File: src/sv/b64d_pkg.sv
// b64d_pkg: shared types, constants and the character classifier for the
// base64 stream decoder. No dependencies.
package b64d_pkg;

   // Status codes carried on each result word
   typedef enum logic [1:0] {
      STAT_OK        = 2'd0,
      STAT_BAD_CHAR  = 2'd1,
      STAT_BAD_LEN   = 2'd2,
      STAT_AFTER_END = 2'd3
   } status_type;

   // Position of a character within its group of four
   localparam logic [1:0] SLOT_FIRST  = 2'd0;
   localparam logic [1:0] SLOT_SECOND = 2'd1;
   localparam logic [1:0] SLOT_THIRD  = 2'd2;
   localparam logic [1:0] SLOT_FOURTH = 2'd3;

   localparam logic [7:0] PAD_CHAR = 8'h3D;   // '='

   // Default depth of the queue between front and back
   localparam int QUEUE_DEPTH_DEFAULT = 2;

   // One classified character as passed from front to back
   typedef struct packed {
      logic       last;
      logic       is_pad;
      logic       is_valid;
      logic [5:0] sextet;
   } chr_item_type;

   // Map a raw character to its sextet; is_valid low when outside the alphabet
   function automatic chr_item_type classify(input logic [7:0] ch, input logic last);
      chr_item_type item;
      item.last     = last;
      item.is_pad   = (ch == PAD_CHAR);
      item.is_valid = 1'b1;
      item.sextet   = 6'd0;
      if (ch >= 8'h41 && ch <= 8'h5A) begin
         item.sextet = 6'(ch - 8'h41);
      end else if (ch >= 8'h61 && ch <= 8'h7A) begin
         item.sextet = 6'(ch - 8'h61 + 8'd26);
      end else if (ch >= 8'h30 && ch <= 8'h39) begin
         item.sextet = 6'(ch - 8'h30 + 8'd52);
      end else if (ch == 8'h2B) begin
         item.sextet = 6'd62;
      end else if (ch == 8'h2F) begin
         item.sextet = 6'd63;
      end else begin
         item.is_valid = 1'b0;
      end
      return item;
   endfunction

endpackage

File: src/sv/b64d_front.sv
// b64d_front: accepts input words, classifies each character and holds the
// result in a short queue for the back end. Depends on b64d_pkg.
module b64d_front #(
   parameter int QUEUE_DEPTH = b64d_pkg::QUEUE_DEPTH_DEFAULT
) (
   input  logic                  clock,
   input  logic                  reset,
   input  logic                  push,
   output logic                  full,
   input  logic [7:0]            in_char,
   input  logic                  last_char,
   output logic                  head_valid,
   output b64d_pkg::chr_item_type head_item,
   input  logic                  head_take
);

   localparam int PTR_W = (QUEUE_DEPTH > 1) ? $clog2(QUEUE_DEPTH) : 1;
   localparam int CNT_W = $clog2(QUEUE_DEPTH + 1);

   b64d_pkg::chr_item_type mem_ff [QUEUE_DEPTH];
   logic [PTR_W-1:0] wr_ptr_ff, wr_ptr_in;
   logic [PTR_W-1:0] rd_ptr_ff, rd_ptr_in;
   logic [CNT_W-1:0] count_ff, count_in;
   logic             do_push, do_pop;

   assign full       = (count_ff == CNT_W'(QUEUE_DEPTH));
   assign head_valid = (count_ff != '0);
   assign head_item  = mem_ff[rd_ptr_ff];
   assign do_push    = push && !full;
   assign do_pop     = head_take && head_valid;

   always_comb begin
      wr_ptr_in = wr_ptr_ff;
      rd_ptr_in = rd_ptr_ff;
      count_in  = count_ff;
      if (do_push) begin
         wr_ptr_in = (wr_ptr_ff == PTR_W'(QUEUE_DEPTH - 1)) ? '0 : wr_ptr_ff + 1'b1;
      end
      if (do_pop) begin
         rd_ptr_in = (rd_ptr_ff == PTR_W'(QUEUE_DEPTH - 1)) ? '0 : rd_ptr_ff + 1'b1;
      end
      if (do_push && !do_pop) begin
         count_in = count_ff + 1'b1;
      end else if (do_pop && !do_push) begin
         count_in = count_ff - 1'b1;
      end
   end

   always_ff @(posedge clock) begin
      if (reset) begin
         wr_ptr_ff <= '0;
         rd_ptr_ff <= '0;
         count_ff  <= '0;
      end else begin
         wr_ptr_ff <= wr_ptr_in;
         rd_ptr_ff <= rd_ptr_in;
         count_ff  <= count_in;
      end
   end

   always_ff @(posedge clock) begin
      if (do_push) begin
         mem_ff[wr_ptr_ff] <= b64d_pkg::classify(in_char, last_char);
      end
   end

endmodule

File: src/sv/b64d_back.sv
// b64d_back: group sequencing, byte assembly, error tracking and the result
// register. Depends on b64d_pkg.
module b64d_back (
   input  logic                   clock,
   input  logic                   reset,
   input  logic                   head_valid,
   input  b64d_pkg::chr_item_type head_item,
   output logic                   head_take,
   output logic                   empty,
   input  logic                   pop,
   output logic [7:0]             out_byte,
   output logic                   byte_valid,
   output logic                   string_end,
   output logic [1:0]             status
);

   logic [1:0]           slot_ff, slot_in;
   logic [5:0]           held_ff, held_in;
   logic                 term_ff, term_in;
   logic                 pad3_ff, pad3_in;
   b64d_pkg::status_type err_ff, err_in, err_cur, stat_w;

   logic                 out_valid_ff;
   logic [7:0]           out_byte_ff;
   logic                 byte_valid_ff;
   logic                 string_end_ff;
   b64d_pkg::status_type status_ff;

   logic [7:0]           byte_w;
   logic                 have_w;
   logic                 step;

   // advance when a character waits and the result slot is free or draining
   assign step      = head_valid && (!out_valid_ff || pop);
   assign head_take = step;

   always_comb begin
      slot_in = slot_ff + 2'd1;
      held_in = held_ff;
      term_in = term_ff;
      pad3_in = pad3_ff;
      byte_w  = 8'd0;
      have_w  = 1'b0;
      err_cur = (err_ff == b64d_pkg::STAT_OK && term_ff) ? b64d_pkg::STAT_AFTER_END : err_ff;
      err_in  = err_cur;

      if (err_cur == b64d_pkg::STAT_OK) begin
         case (slot_ff)
            b64d_pkg::SLOT_FIRST: begin
               if (!head_item.is_valid) err_in = b64d_pkg::STAT_BAD_CHAR;
               else held_in = head_item.sextet;
            end
            b64d_pkg::SLOT_SECOND: begin
               if (!head_item.is_valid) begin
                  err_in = b64d_pkg::STAT_BAD_CHAR;
               end else begin
                  byte_w  = {held_ff, head_item.sextet[5:4]};
                  have_w  = 1'b1;
                  held_in = head_item.sextet;
               end
            end
            b64d_pkg::SLOT_THIRD: begin
               if (head_item.is_pad) begin
                  pad3_in = 1'b1;
               end else if (!head_item.is_valid) begin
                  err_in = b64d_pkg::STAT_BAD_CHAR;
               end else begin
                  byte_w  = {held_ff[3:0], head_item.sextet[5:2]};
                  have_w  = 1'b1;
                  held_in = head_item.sextet;
               end
            end
            default: begin
               if (pad3_ff || head_item.is_pad) begin
                  term_in = 1'b1;
               end else if (!head_item.is_valid) begin
                  err_in = b64d_pkg::STAT_BAD_CHAR;
               end else begin
                  byte_w  = {held_ff[1:0], head_item.sextet};
                  have_w  = 1'b1;
                  held_in = head_item.sextet;
               end
            end
         endcase
      end

      if (slot_ff == b64d_pkg::SLOT_FOURTH) pad3_in = 1'b0;

      stat_w = (head_item.last && slot_ff != b64d_pkg::SLOT_FOURTH)
               ? b64d_pkg::STAT_BAD_LEN : err_in;
      if (stat_w != b64d_pkg::STAT_OK) begin
         have_w = 1'b0;
         byte_w = 8'd0;
      end

      // string done: back to reset values
      if (head_item.last) begin
         slot_in = b64d_pkg::SLOT_FIRST;
         held_in = 6'd0;
         term_in = 1'b0;
         pad3_in = 1'b0;
         err_in  = b64d_pkg::STAT_OK;
      end
   end

   always_ff @(posedge clock) begin
      if (reset) begin
         slot_ff      <= b64d_pkg::SLOT_FIRST;
         held_ff      <= 6'd0;
         term_ff      <= 1'b0;
         pad3_ff      <= 1'b0;
         err_ff       <= b64d_pkg::STAT_OK;
         out_valid_ff <= 1'b0;
      end else begin
         if (step) begin
            slot_ff      <= slot_in;
            held_ff      <= held_in;
            term_ff      <= term_in;
            pad3_ff      <= pad3_in;
            err_ff       <= err_in;
            out_valid_ff <= 1'b1;
         end else if (pop && out_valid_ff) begin
            out_valid_ff <= 1'b0;
         end
      end
   end

   always_ff @(posedge clock) begin
      if (step) begin
         out_byte_ff   <= byte_w;
         byte_valid_ff <= have_w;
         string_end_ff <= head_item.last;
         status_ff     <= stat_w;
      end
   end

   assign empty      = !out_valid_ff;
   assign out_byte   = out_byte_ff;
   assign byte_valid = byte_valid_ff;
   assign string_end = string_end_ff;
   assign status     = status_ff;

`ifndef SYNTH
   a_last_clears: assert property (@(posedge clock) disable iff (reset)
      step && head_item.last |=> slot_ff == b64d_pkg::SLOT_FIRST
         && err_ff == b64d_pkg::STAT_OK && !term_ff && !pad3_ff)
      else $error("state not cleared after last word");
   a_pad3_slot: assert property (@(posedge clock) disable iff (reset)
      pad3_ff |-> slot_ff == b64d_pkg::SLOT_FOURTH)
      else $error("third-slot pad mark outside fourth slot");
   a_term_slot: assert property (@(posedge clock) disable iff (reset)
      term_ff |-> slot_ff == b64d_pkg::SLOT_FIRST || err_ff != b64d_pkg::STAT_OK)
      else $error("terminated group left mid-group without error");
   a_byte_ok: assert property (@(posedge clock) disable iff (reset)
      step |=> !byte_valid_ff || status_ff == b64d_pkg::STAT_OK)
      else $error("byte given alongside an error status");
`endif

endmodule

File: src/sv/base64_stream_decoder.sv
// base64_stream_decoder: top level of the streaming base64 decoder.
// Depends on b64d_pkg, b64d_front and b64d_back.
//
// Decodes base64 text (standard alphabet, '=' padding) one character per
// word and returns exactly one result word per character. Each result
// carries a decoded byte when the character completed one (second, third
// and fourth characters of a group), a string-end flag echoing the last
// character mark, and a status: ok, invalid character, bad length or data
// after terminator. The first error is sticky for the rest of the string
// and suppresses bytes; a bad length, seen only on the last character,
// overrides it. All state clears after the last character. Throughput is
// one character per clock while results are popped: the front classifies each character into a
// short queue and the back assembles bytes into a result register, so a
// new character is taken while a finished result still waits to be popped.
// A taken character passes through the queue and then the result register
// before its result shows on the output ports. No clearing pass after reset.
module base64_stream_decoder #(
   parameter int QUEUE_DEPTH = b64d_pkg::QUEUE_DEPTH_DEFAULT
) (
   input  logic       clock,
   input  logic       reset,
   // input channel
   input  logic       push,
   output logic       full,
   input  logic [7:0] req_in_char,
   input  logic       req_last_char,
   // result channel
   output logic       empty,
   input  logic       pop,
   output logic [7:0] rsp_out_byte,
   output logic       rsp_byte_valid,
   output logic       rsp_string_end,
   output logic [1:0] rsp_status
);

   logic                   head_valid;
   logic                   head_take;
   b64d_pkg::chr_item_type head_item;

   // front: accept and classify, queued towards the back
   b64d_front #(
      .QUEUE_DEPTH (QUEUE_DEPTH)
   ) u_front (
      .clock      (clock),
      .reset      (reset),
      .push       (push),
      .full       (full),
      .in_char    (req_in_char),
      .last_char  (req_last_char),
      .head_valid (head_valid),
      .head_item  (head_item),
      .head_take  (head_take)
   );

   // back: group tracking, byte assembly, status and result register
   b64d_back u_back (
      .clock      (clock),
      .reset      (reset),
      .head_valid (head_valid),
      .head_item  (head_item),
      .head_take  (head_take),
      .empty      (empty),
      .pop        (pop),
      .out_byte   (rsp_out_byte),
      .byte_valid (rsp_byte_valid),
      .string_end (rsp_string_end),
      .status     (rsp_status)
   );

endmodule

File: config.mk
export PLATFORM = sky130hd
export DESIGN_NAME = base64_stream_decoder
export DESIGN_NICKNAME = d
export VERILOG_FILES = /design/src/sv/b64d_pkg.sv /design/src/sv/b64d_front.sv /design/src/sv/b64d_back.sv /design/src/sv/base64_stream_decoder.sv
export SDC_FILE = /design/constraint.sdc
export NUM_CORES = 1
export LEC_CHECK = 0
export ABC_AREA = 1
export BUFFER_PORTS_ARGS = -buffer_cell sky130_fd_sc_hd__buf_2
export CAP_MARGIN = 20
export CELL_PAD_IN_SITES_DETAIL_PLACEMENT = 1
export CELL_PAD_IN_SITES_GLOBAL_PLACEMENT = 2
export CORE_AREA = 2 2 90 92
export CTS_BUF_LIST = sky130_fd_sc_hd__clkbuf_16
export DETAILED_ROUTE_END_ITERATION = 8
export DIE_AREA = 0 0 92 94
export PLACE_DENSITY_LB_ADDON = 0.1
export SETUP_SLACK_MARGIN = 0.15
export SYNTH_ARGS = -nofsm -noshare
export SYNTH_HDL_FRONTEND = slang
export SYNTH_SLANG_ARGS = --single-unit
File: constraint.sdc
create_clock -name clock -period 2.8 [get_ports clock]
set_input_delay 0.14 -clock clock [delete_from_list [all_inputs] [get_ports clock]]
set_output_delay 0.14 -clock clock [all_outputs]
set_load 0.02 [all_outputs]
# After elaboration in Yosys (flattened, before gate mapping)
# Memory sizes are Yosys's and may differ from the RTL's. A register that Yosys moved wholly into a read port is not among the register bits.
# Index checks and enable logic that the tools add are counted.
word_totals:
  register_bits: 29
  ram_bits: 18
  inputBits: 13
  output_inout_bits: 14
  word_cells: 133
  memories: 1
classes:
  n_addsub: 10
  n_lt_le_gt_ge: 6
  eq_ne: 11
  muxes: 56
  n_bitwise: 1
  n_reduce_logical: 35
memory_table:
  columns: ["name", "words", "word_bits", "rd", "rd_ports_with_merged_regs", "write_ports", "line", "text"]
  rows:
  - ["u_front.mem_ff", 2, 9, 1, 1, 1, "b64d_front.sv:20", "b64d_pkg::chr_item_type mem_ff [QUEUE_DEPTH];"]
op_table:
  columns: ["op", "count"]
  rows:
  - ["$mux 6", 11]
  - ["$mux 8", 5]
  - ["$mux 1", 26]
  - ["$eq 8x6->1 const B", 3]
  - ["$pmux 8 s3", 1]
  - ["$mux 2", 10]
  - ["$ge 8x7->1 const B", 2]
  - ["$le 8x7->1 const B", 2]
  - ["$pmux 6 s2", 1]
  - ["$reduce_and 4->1", 3]
  - ["$reduce_bool 2->1", 6]
  - ["$sub 6x6->6 const B", 2]
  - ["$logic_and 1x1->1", 11]
  - ["$reduce_bool 3->1", 3]
  - ["$ge 8x6->1 const B", 1]
  - ["$le 8x6->1 const B", 1]
  - ["$add 6x5->6 const B", 1]
  - ["$add 6x6->6 const B", 1]
  - ["$eq 2x2->1 const B", 3]
  - ["$logic_not 2->1", 3]
  - ["$sub 6x1->6 const B", 1]
  - ["$add 2x1->2 const B", 2]
  - ["$logic_not 1->1", 4]
  - ["$ne 4x3->1 const B", 1]
  - ["12 further kinds", 15]

# Logic depth before layout (Yosys ltp)
# Gate-level depths: netlist of run 1.
depth:
  depth_word: 10
  depth_mapped: 12
  mapped_depth_nobuf: 11

# By module
# From an unflattened synthesis of run 1, not the netlist that was laid out.
unflattened:
  hier_cells: 353
  area_unflattened_um2: 3015.4
modules_own_cells:
  columns: ["mod", "instances", "cells_per_inst", "area_each_um2", "seq_area_each_um2"]
  rows:
  - ["b64d_front", 1, 189, 1681.6, 640.6]
  - ["b64d_back", 1, 164, 1333.8, 620.6]

# Worst setup path before layout of run 1
# OpenSTA, ideal clock, no wires.
synth_path:
  path_type: "flip-flop to flip-flop"
  from: "reg u_front.count_ff[1]"
  to: "reg u_front.count_ff[1]"
  setup_time_ns: 0.122
  arrival_ns: 1.427
  required_ns: 2.678
  setup_slack_ns: 1.251
  path_stages_with_launch: 9
  n_path_buf: 0
  cell_sequence: "dfxtp_1 > inv_1 > o21ai_0 > inv_1 > ha_1 > a21oi_1 > o21ai_0 > o21ai_0 > a21oi_1"
synth_via:
  elab_chain_len: 6
  elab_cells_between_ends: 15
  classes_between: "2 x add/sub; 1 x eq/ne; 2 x mux; 10 x reduce/logical"
synth_lines:
  columns: ["item", "line", "text"]
  rows:
  - ["start: declaration", "b64d_front.sv:23", "logic [CNT_W-1:0] count_ff, count_in;"]
  - ["start signal: assignment", "b64d_front.sv:57", "count_ff <= count_in;"]
  - ["$eq 2x2->1 (*)", "b64d_front.sv:26", "assign full = (count_ff == CNT_W'(QUEUE_DEPTH));"]
  - ["$logic_not 1->1 (*)", "b64d_front.sv:29", "assign do_push = push && !full;"]
  - ["$logic_and 1x1->1 (*)", "b64d_front.sv:29", null]
  - ["net u_front.do_push", "b64d_front.sv:24", "logic do_push, do_pop;"]
  - ["$logic_not 1->1", "b64d_front.sv:44", "end else if (do_pop && !do_push) begin"]
  - ["$logic_and 1x1->1", "b64d_front.sv:44", null]
  - ["$reduce_bool 2->1 (no line)", null, null]
# The timed path passes the listed nets; every way through them passes the cells marked *. The select of a mux whose other input is x is not followed.
# A chain may end at the register's enable or synchronous reset.

==> results of run 1 <==
[state kept, by name, indices dropped and copies added (netlist names), 2 cells and up, named ones only]
| signal | flops |
|---|---|
| u_front.count_ff | 2 |
| u_front.mem_ff | 18 |
| u_back.err_ff | 2 |
| u_back.slot_ff | 2 |
| u_back.status | 2 |
| u_back.held_ff | 6 |
| u_back.out_byte | 8 |
[layer usage]
layer,routed length [microns],global-route usage
met1,3215,0.2117
met2,3498,0.3217
met3,169,0.02729
met4,269,0.09453
met5,0,0
[cells in the final DEF, fill, tap and decap left out, drive strengths merged]
cell     count
a21boi       1
nor3         3
xor2         8
nand3       32
o2111ai      1
nand2       98
a211oi       2
dfxtp       18
clkbuf       5
edfxtp      30
buf         26
o31ai        1
o21ai       24
a22oi        1
nor4         1
ha          14
bufinv       2
o21a         1
inv         41
nand4        5
a31oi        1
nand3b       3
nor2        32
a21oi       24
[synth_stat cells, types with 2 or more instances]
cell type	n	area, sq um
o21ai_4	2	32.53
inv_1	36	135.1
nand2_1	89	334.1
dfxtp_1	18	360.4
edfxtp_1	30	900.9
clkbuf_1	2	7.510
nor2_1	31	116.4
o21ai_0	22	110.1
a21oi_2	9	78.83
xor2_1	8	70.07
buf_6	2	22.52
ha_1	14	175.2
nand3_2	2	20.02
nand2_2	6	37.54
nand3b_1	3	22.52
nand2_4	3	33.78
nand4_1	5	31.28
nor3_1	2	10.01
nand3_1	30	150.1
a211oi_1	2	15.01
a21oi_1	15	75.07
inv_2	4	15.01
[power breakdown]
| group | switching [mW] | internal (mW) | leakage [nW] |
|---|---|---|---|
| combinational | 0.859 | 0.330 | 0.855 |
| sequential | 0.118 | 1.00 | 0.439 |
| clock | 0.262 | 0.515 | 0.0944 |
[through the flow]
step           hold slack [ns]  setup WS (ns)
2_1_floorplan           0.2091          1.251
3_3_place_gp            0.3349         0.8709
3_5_place_dp            0.3438         0.8678
4_1_cts                0.04095         0.8530
5_1_grt                0.04566         0.6520
6_report               0.04791         0.8362
[cell type report]
cell class,instances,area share
Clock buffer,5,0.03846
Clock inverter,3,0.02115
Inverter,40,0.04615
Multi-Input combinational cell,252,0.4273
Sequential cell,48,0.3877
Tap cell,102,0.03923
Timing Repair Buffer,26,0.04000
[logic make-up after synthesis]
logic type / after synthesis / synth area share
flops: 48 / 0.4446
simple gates: 174 / 0.2766
compound gates: 56 / 0.1270
xor+xnor: 8 / 0.02470
fa+ha+maj: 14 / 0.06176
buf+inv: 45 / 0.06528
[critical path, stage by stage (launching register included)]
cell	delay, ns
dfxtp_1	0.66
inv_2	0.22
nand2_4	0.12
nand2_2	0.08
nor2_1	0.12
nand2_1	0.15
o21ai_0	0.24
nand2_1	0.10
a21oi_2	0.13
[worst max path at each step]
stage / startpoint / endpoint / slack [ns] / depth (start not counted)
3_5_place_dp: register / u_back.byte_valid$_SDFFCE_PP0P_ / 0.87 / 9
4_1_cts: register / u_back.byte_valid$_SDFFCE_PP0P_ / 0.85 / 9
6_report: register / u_back.out_byte[5]$_SDFFCE_PP0P_ / 0.84 / 8
3_3_place_gp: register / u_back.byte_valid$_SDFFCE_PP0P_ / 0.87 / 9
2_1_floorplan: u_front.count_ff[1]$_SDFFE_PP0P_ / u_front.count_ff[1]$_SDFFE_PP0P_ / 1.25 / 8
5_1_grt: register / u_back.out_byte[5]$_SDFFCE_PP0P_ / 0.65 / 8
==> reports/results.ini, run 1 <==
[outcome]
outcome=completed

[clocking]
cts_tree=yes
cts_buffers=5
clock-sinks=48
hold_buffers=0
cts_setup_buffers=0
clkTransAtPathRegs_ns=0.07
clockBufferDepth=2
ctsResizeCount=0
clock_latency_ns=0.29
htreeDepth=2
cts-root-buf=clkbuf_16

[layout]
final_area_sq_um=3253
seqCellArea_sq_um=1261
final_util=0.4276
final_cells=476
area_growth_pct=14.69
final_nets=400
n_fill_cell=943
multi_input_area_sq_um=1390
diodes=0
drive_gt1_frac=0.1684

[synthesis]
synth-edff-count=30
ys.warnings.count=0
ys.flop_type=edfxtp_1
syn_nets=372
synth_seq_cells=48
synth_area_sq_um=2836
synthArstFlopShare=0
synth-seq-area-share=0.4446
syn_avg_cell_area_sq_um=8.222
yosysUniqueCellTypes=32
syn_inst=345

[timing]
tns_ns=0
min_period_over_period=0.7013
finalSetupViolCount=0
max_freq_mhz=509.2
worst_pin_slew_ns=0.8647
skew_ns=0.01120
relSlewSlack=0.4214
rsz0062_at_grt=false
finalHoldViolCount=0
finalMaxSlewViolations=0
min_period_ns=1.964

[die]
die_x_microns=92
start_util=0.3729
num_rows=32
core_area_sq_um=7607
die-height_microns=94
die-area_sq_um=8648
ios=27

[detailed_routing]
wire_per_inst_microns=15.02
drt-initial-drc-count=42
wirelength_microns=7151
vias=2388
first_pass_iters=4
ant_nets=0
routed_via_density=5.017
drcViolationCount=0

[power]
vdd_drop_max_v=0.0003432
p_total_mw=3.084
powerDensity_nw_per_um2=948.1
p_leak_nw=1.388

[worst_setup_path]
endpoint_kind=register
reg2reg_depth=8
cp_max_fo=12
r2r_slack_ns=0.84
cp.required_ns=2.95
critPathArrivalTime_ns=2.11
critPathLaunchType=register
worstSetupPathType=reg -> reg
reg2reg_to=u_back.out_byte[5]$_SDFFCE_PP0P_

[global_routing]
antenna_found_initial=0
grt_usage=0.1812
grt_max_degree=18
grt_pass1_wl_microns=12090
grt_pass1_vias=2498
overflow=0

[placement]
hpwlAfterDp_microns=5679
routabilityCongestion=0.7991
dpl.cell_count=468
port_buffers=26
postPlaceCellArea_sq_um=3059

[hold_path]
min_from=req_last_char
min_path_type=in -> reg
min_to=u_front.mem_ff[0][8]$_DFFE_PP_
worstHoldPathCells=1

[job]
maxCapViolCount=0

Note: power is estimated with default switching activity, not from simulation.
==> run 2: changes to the inputs <==
- ABC_AREA: 1 -> 0
- CORE_AREA: 2 2 90 92 -> 2 2 88 90
- DIE_AREA: 0 0 92 94 -> 0 0 90 92
- clock period: 2.8 -> 2 ns (I/O delays scaled with it)
==> reports/results.ini, run 2 <==
[outcome]
outcome=completed

[timing]
tns_ns=0
min_period_ns=1.809
skew_ns=0.007250
worst_pin_slew_ns=0.5172
relSlewSlack=0.6508
rsz0062_at_grt=true
finalMaxSlewViolations=0
finalHoldViolCount=0
finalSetupViolCount=0
min_period_over_period=0.9046
max_freq_mhz=552.7

[layout]
final_nets=325
top_register=u_front.mem_ff
final_common_cell=edfxtp_1
area_growth_pct=18.07
layout_common_cells=edfxtp_1 (30), buf_2 (26), inv_1 (22)
multi_input_area_sq_um=1297
n_fill_cell=877
largest_register_ffs=18
seqCellArea_sq_um=1265
drive_gt1_frac=0.2575
final_util=0.4259
diodes=0

[clocking]
hold_buffers=0
clock-sinks=48
clock_latency_ns=0.28
clockBufferDepth=2
clkTransAtPathRegs_ns=0.06
cts_tree=yes
htreeDepth=2
cts_buffers=5
cts-root-buf=clkbuf_16

[synthesis]
synth_most_common_cell=edfxtp_1
synth.top_cell.area_share=0.3354
ys_top_cells_by_count=edfxtp_1 (30), inv_1 (22), nand2_1 (20), dfxtp_1 (18)
yosysUniqueCellTypes=52
syn_avg_cell_area_sq_um=10.49
synth_top_area_cell=edfxtp_1
ys.flop_type=edfxtp_1
syn_nets=283
synth-edff-count=30
syn_inst=256
ys.warnings.count=0
synthArstFlopShare=0
synthTopCellsByArea=edfxtp_1 (34%), dfxtp_1 (13%), ha_1 (6.5%), a211oi_2 (4.7%), inv_1 (3.1%)
synth-seq-area-share=0.4695
synth_seq_cells=48
synth_area_sq_um=2686

[detailed_routing]
vias=2063
drcViolationCount=0
wirelength_microns=5863
first_pass_iters=4
routed_via_density=5.145
wire_per_inst_microns=14.62
ant_nets=0
drt-initial-drc-count=49

[placement]
routabilityCongestion=0.7495
port_buffers=26
hpwlAfterDp_microns=4532

[global_routing]
antenna_found_initial=0
overflow=0
grt_pass1_wl_microns=10310
grt_max_degree=17
grt_usage=0.1525
grt_pass1_vias=2091

[die]
num_rows=32
ios=27
core_area_sq_um=7447
die-area_sq_um=8280
die_x_microns=90
start_util=0.3607
die-height_microns=92

[worst_setup_path]
path_buf_inv=1
worstSetupPathType=reg -> reg
cp_cell_sequence=or3b_4 -> a211oi_2 -> buf_4 -> or2b_1 -> a211oi_2
max_stage_delay_ns=0.42
cp_common_cell=a211oi_2
critPathArrivalTime_ns=1.93
critPathTopFamily=simple AND/OR/NAND/NOR gates
cp.required_ns=2.12
cp_max_fo=8
endpoint_kind=register
critPathLaunchType=register
cp_slowest_cell=or3b_4

[power]
vdd_drop_max_v=0.0005695
p_leak_nw=1.208
powerDensity_nw_per_um2=1159

[job]
maxCapViolCount=0

[hold_path]
min_path_type=in -> reg

-- run 2: cell count changes after synthesis, sizes merged, moves of 15 or more --
cell,before,now
nand3,32,3
nor2,32,14
a21oi,24,8
nand2,98,20
inv,40,22
o21ai,24,9
-- run 2: report_power, final --
part	switching (mW)	total (mW)	leakage (nW)	internal, mW
clock network	0.340	0.796	0.0710	0.456
logic	0.883	1.43	0.698	0.548
registers	0.109	1.45	0.439	1.34
total	1.33	3.68	1.21	2.34
-- run 2: layout make-up --
cell class,count,area share
Timing Repair Buffer,43,0.08126
Multi-Input combinational cell,178,0.4091
Inverter,22,0.02604
Clock buffer,5,0.03945
Sequential cell,48,0.3988
Clock inverter,3,0.005128
Tap cell,102,0.04024
-- run 2: worst paths after layout --
kind	slack, ns	from	depth (start not counted)	end
min	0.02	req_last_char	1	u_front.mem_ff[1][8]$_DFFE_PP_
min reg2reg	0.47	u_back.held_ff[5]$_SDFFE_PP0P_	2	u_back.held_ff[5]$_SDFFE_PP0P_
max reg2reg	0.19	u_front.mem_ff[0][7]$_DFFE_PP_	5	u_back.out_byte[1]$_SDFFCE_PP0P_
max	0.19	u_front.mem_ff[0][7]$_DFFE_PP_	5	u_back.out_byte[1]$_SDFFCE_PP0P_
-- run 2: routing by layer --
metal / global-route usage / wire length (microns) / vias up
met5: 0 / 0 / -
met3: 0.02629 / 177 / 8
met2: 0.2594 / 2853 / 38
met1: 0.1963 / 2751 / 989
li1: - / - / 1028
met4: 0.05385 / 79 / 0
-- run 2: what timing repair did --
| action | in CTS | in global routing |
|---|---|---|
| gates resized for setup | 1 | 4 |
| gates cloned | 0 | 0 |
| setup endpoints to repair | 9 | 16 |
| buffers inserted | 0 | 1 |
| pin swaps | 0 | 1 |
-- run 2: stage by stage --
step	hold WS (ns)	std cells	setup slack [ns]	total power, mW	area [sq um]
CTS	0.01355	400	0.1637	3.729	3161
global route	0.01375	401	0.06086	3.945	3172
detailed placement	0.3146	392	0.09664	2.901	3014
floorplan	0.1989	256	0.2638	2.471	2686
global placement	0.3035	392	0.1899	2.871	3014
finish	0.02229	401	0.1909	3.676	3172
-- run 2: worst register-to-register path, stage by stage (launching register included) --
cell and delay, ns:
edfxtp_1 0.40, or3b_4 0.42, a211oi_2 0.22, buf_4 0.17
or2b_1 0.24, a211oi_2 0.19
-- run 2: cell families after synthesis --
logic type               count (synthesis)  synth area share
XOR/XNOR                                 7           0.02282
flip-flops                              48            0.4695
buffers and inverters                   30           0.04937
adder cells (fa/ha/maj)                 14           0.06521
AO/OA/AOI/OAI                           71            0.2012
AND/OR/NAND/NOR                         76            0.1504
multiplexers                            10           0.04145
==> run 3: changes to the inputs <==
==> constraint.sdc (replaced) <==
create_clock -name clock -period 2 [get_ports clock]
set_input_delay 0.2 -clock clock [delete_from_list [all_inputs] [get_ports clock]]
set_output_delay 0.2 -clock clock [all_outputs]
set_load 0.02 [all_outputs]
==> reports/results.ini, run 3 (same netlist as run 2, synthesis figures left out) <==
[layout]
final_nets=328
top_register=u_front.mem_ff
final_common_cell=edfxtp_1
area_growth_pct=19.00
largest_register_ffs=18
layout_common_cells=edfxtp_1 (30), buf_2 (26), inv_1 (23)
final_util=0.4293
drive_gt1_frac=0.2583
final_area_sq_um=3197
final_cells=404
diodes=0
n_fill_cell=866

[detailed_routing]
drt-initial-drc-count=42
drcViolationCount=0
first_pass_iters=4
vias=2041
ant_nets=0
wire_per_inst_microns=14.39
routed_via_density=5.052
wirelength_microns=5814

[die]
die-area_sq_um=8280
core_area_sq_um=7447
die-height_microns=92
start_util=0.3607
ios=27
num_rows=32
die_x_microns=90

[worst_setup_path]
reg2reg_depth=5
endpoint_kind=register
cp.required_ns=2.12
crit_path_start=u_front.mem_ff[0][7]$_DFFE_PP_
critPathLaunchType=register
cp_common_cell=a211oi_2
r2r_start=u_front.mem_ff[0][7]$_DFFE_PP_
critPathArrivalTime_ns=1.94
reg2reg_to=u_back.out_byte[1]$_SDFFCE_PP0P_
crit_path_end=u_back.out_byte[1]$_SDFFCE_PP0P_
r2r_slack_ns=0.18
cp_max_fo=7
worstSetupPathType=reg -> reg
cp_cell_sequence=or3b_4 -> a211oi_2 -> buf_4 -> or2b_1 -> a211oi_2
max_stage_delay_ns=0.44
cp_slowest_cell=or3b_4

[placement]
pre_cts_slack_ns=0.05657
postPlaceCellArea_sq_um=3029
port_buffers=26
dpl.cell_count=394
routabilityCongestion=0.7683
hpwlAfterDp_microns=4534

[hold_path]
worstHoldPathCells=1
min_from=req_last_char
min_path_type=in -> reg

[clocking]
clock_latency_ns=0.28
cts_buffers=5
hold_buffers=0
clockBufferDepth=2
clock-sinks=48
cts-root-buf=clkbuf_16
clkTransAtPathRegs_ns=0.06
htreeDepth=2
cts_tree=yes

[power]
vdd_drop_max_v=0.0004167
p_leak_nw=1.232
powerDensity_nw_per_um2=1147

[timing]
finalSetupViolCount=0
max_freq_mhz=550.4
min_period_ns=1.817
relSlewSlack=0.6766
rsz0062_at_grt=true
finalMaxSlewViolations=0
tns_ns=0
min_period_over_period=0.9085
finalHoldViolCount=0
worst_pin_slew_ns=0.4791
setup_ws_ns=0.1830
skew_ns=0.005799

[global_routing]
grt_usage=0.1501
antenna_found_initial=0
overflow=0
grt_pass1_vias=2103
grt_pass1_wl_microns=10020
grt_max_degree=17

[outcome]
outcome=completed

[job]
maxCapViolCount=0

-- run 3: changes by cell type in the layout (fill, tap and decap cells not counted) --
cell,previous run,this run
nor3_1,8,7
dfxtp_2,3,1
nor3_2,2,3
buf_6,0,1
clkinvlp_4,1,0
buf_4,17,19
inv_1,22,23
dfxtp_1,15,17
-- run 3: how the worst min path moves through the flow --
| stage | endpoint |
|---|---|
| final | u_front.mem_ff[0][8]$_DFFE_PP_ |
| after global routing | u_front.mem_ff[0][8]$_DFFE_PP_ |
| after CTS | u_front.mem_ff[1][8]$_DFFE_PP_ |
| after detailed placement | u_front.mem_ff[1][8]$_DFFE_PP_ |
| after global placement | u_front.mem_ff[1][8]$_DFFE_PP_ |
| after floorplan | u_front.mem_ff[0][8]$_DFFE_PP_ |
-- run 3: report_power, final --
group | leakage, nW | internal [mW] | switching (mW) | total, mW
registers | 0.438 | 1.34 | 0.108 | 1.45
clock network | 0.0762 | 0.452 | 0.326 | 0.778
logic | 0.719 | 0.558 | 0.886 | 1.44
-- run 3: timing repair --
item / in CTS / in global routing
pin swaps: 0 / 6
setup endpoints to repair: 9 / 15
endpoints found under the hold margin: 0 / 0
resized for setup: 1 / 4
buffers inserted: 0 / 2
-- run 3: per-stage QoR --
step | hold slack [ns] | power [mW]
after floorplan | 0.2989 | 2.471
after global placement | 0.4059 | 2.879
after detailed placement | 0.4146 | 2.901
after CTS | 0.1203 | 3.697
after global routing | 0.1236 | 3.917
final | 0.1229 | 3.668
-- run 3: cell type report --
cell class                 instances  area (sq um)  share of cell area
multi-input combinational        178          1303              0.4074
sequential                        48          1262              0.3949
timing repair buffer              46         284.0             0.08885
tap                              102         127.6             0.03992
clock buffer                       5         125.1             0.03914
inverter                          22         82.58             0.02583
clock inverter                     3         12.51            0.003914
-- run 3: worst max-delay path, delay by kind of cell (launching register included) --
kind | cells | cell delay (ns)
flops | 1 | 0.39
compound gates | 2 | 0.41
buf+inv | 1 | 0.17
simple gates | 2 | 0.68
-- run 3: routing by layer --
metal,wire [microns],track usage
met1,2623,0.1819
met2,2908,0.2644
met3,192,0.03369
met4,89,0.05000
met5,0,0
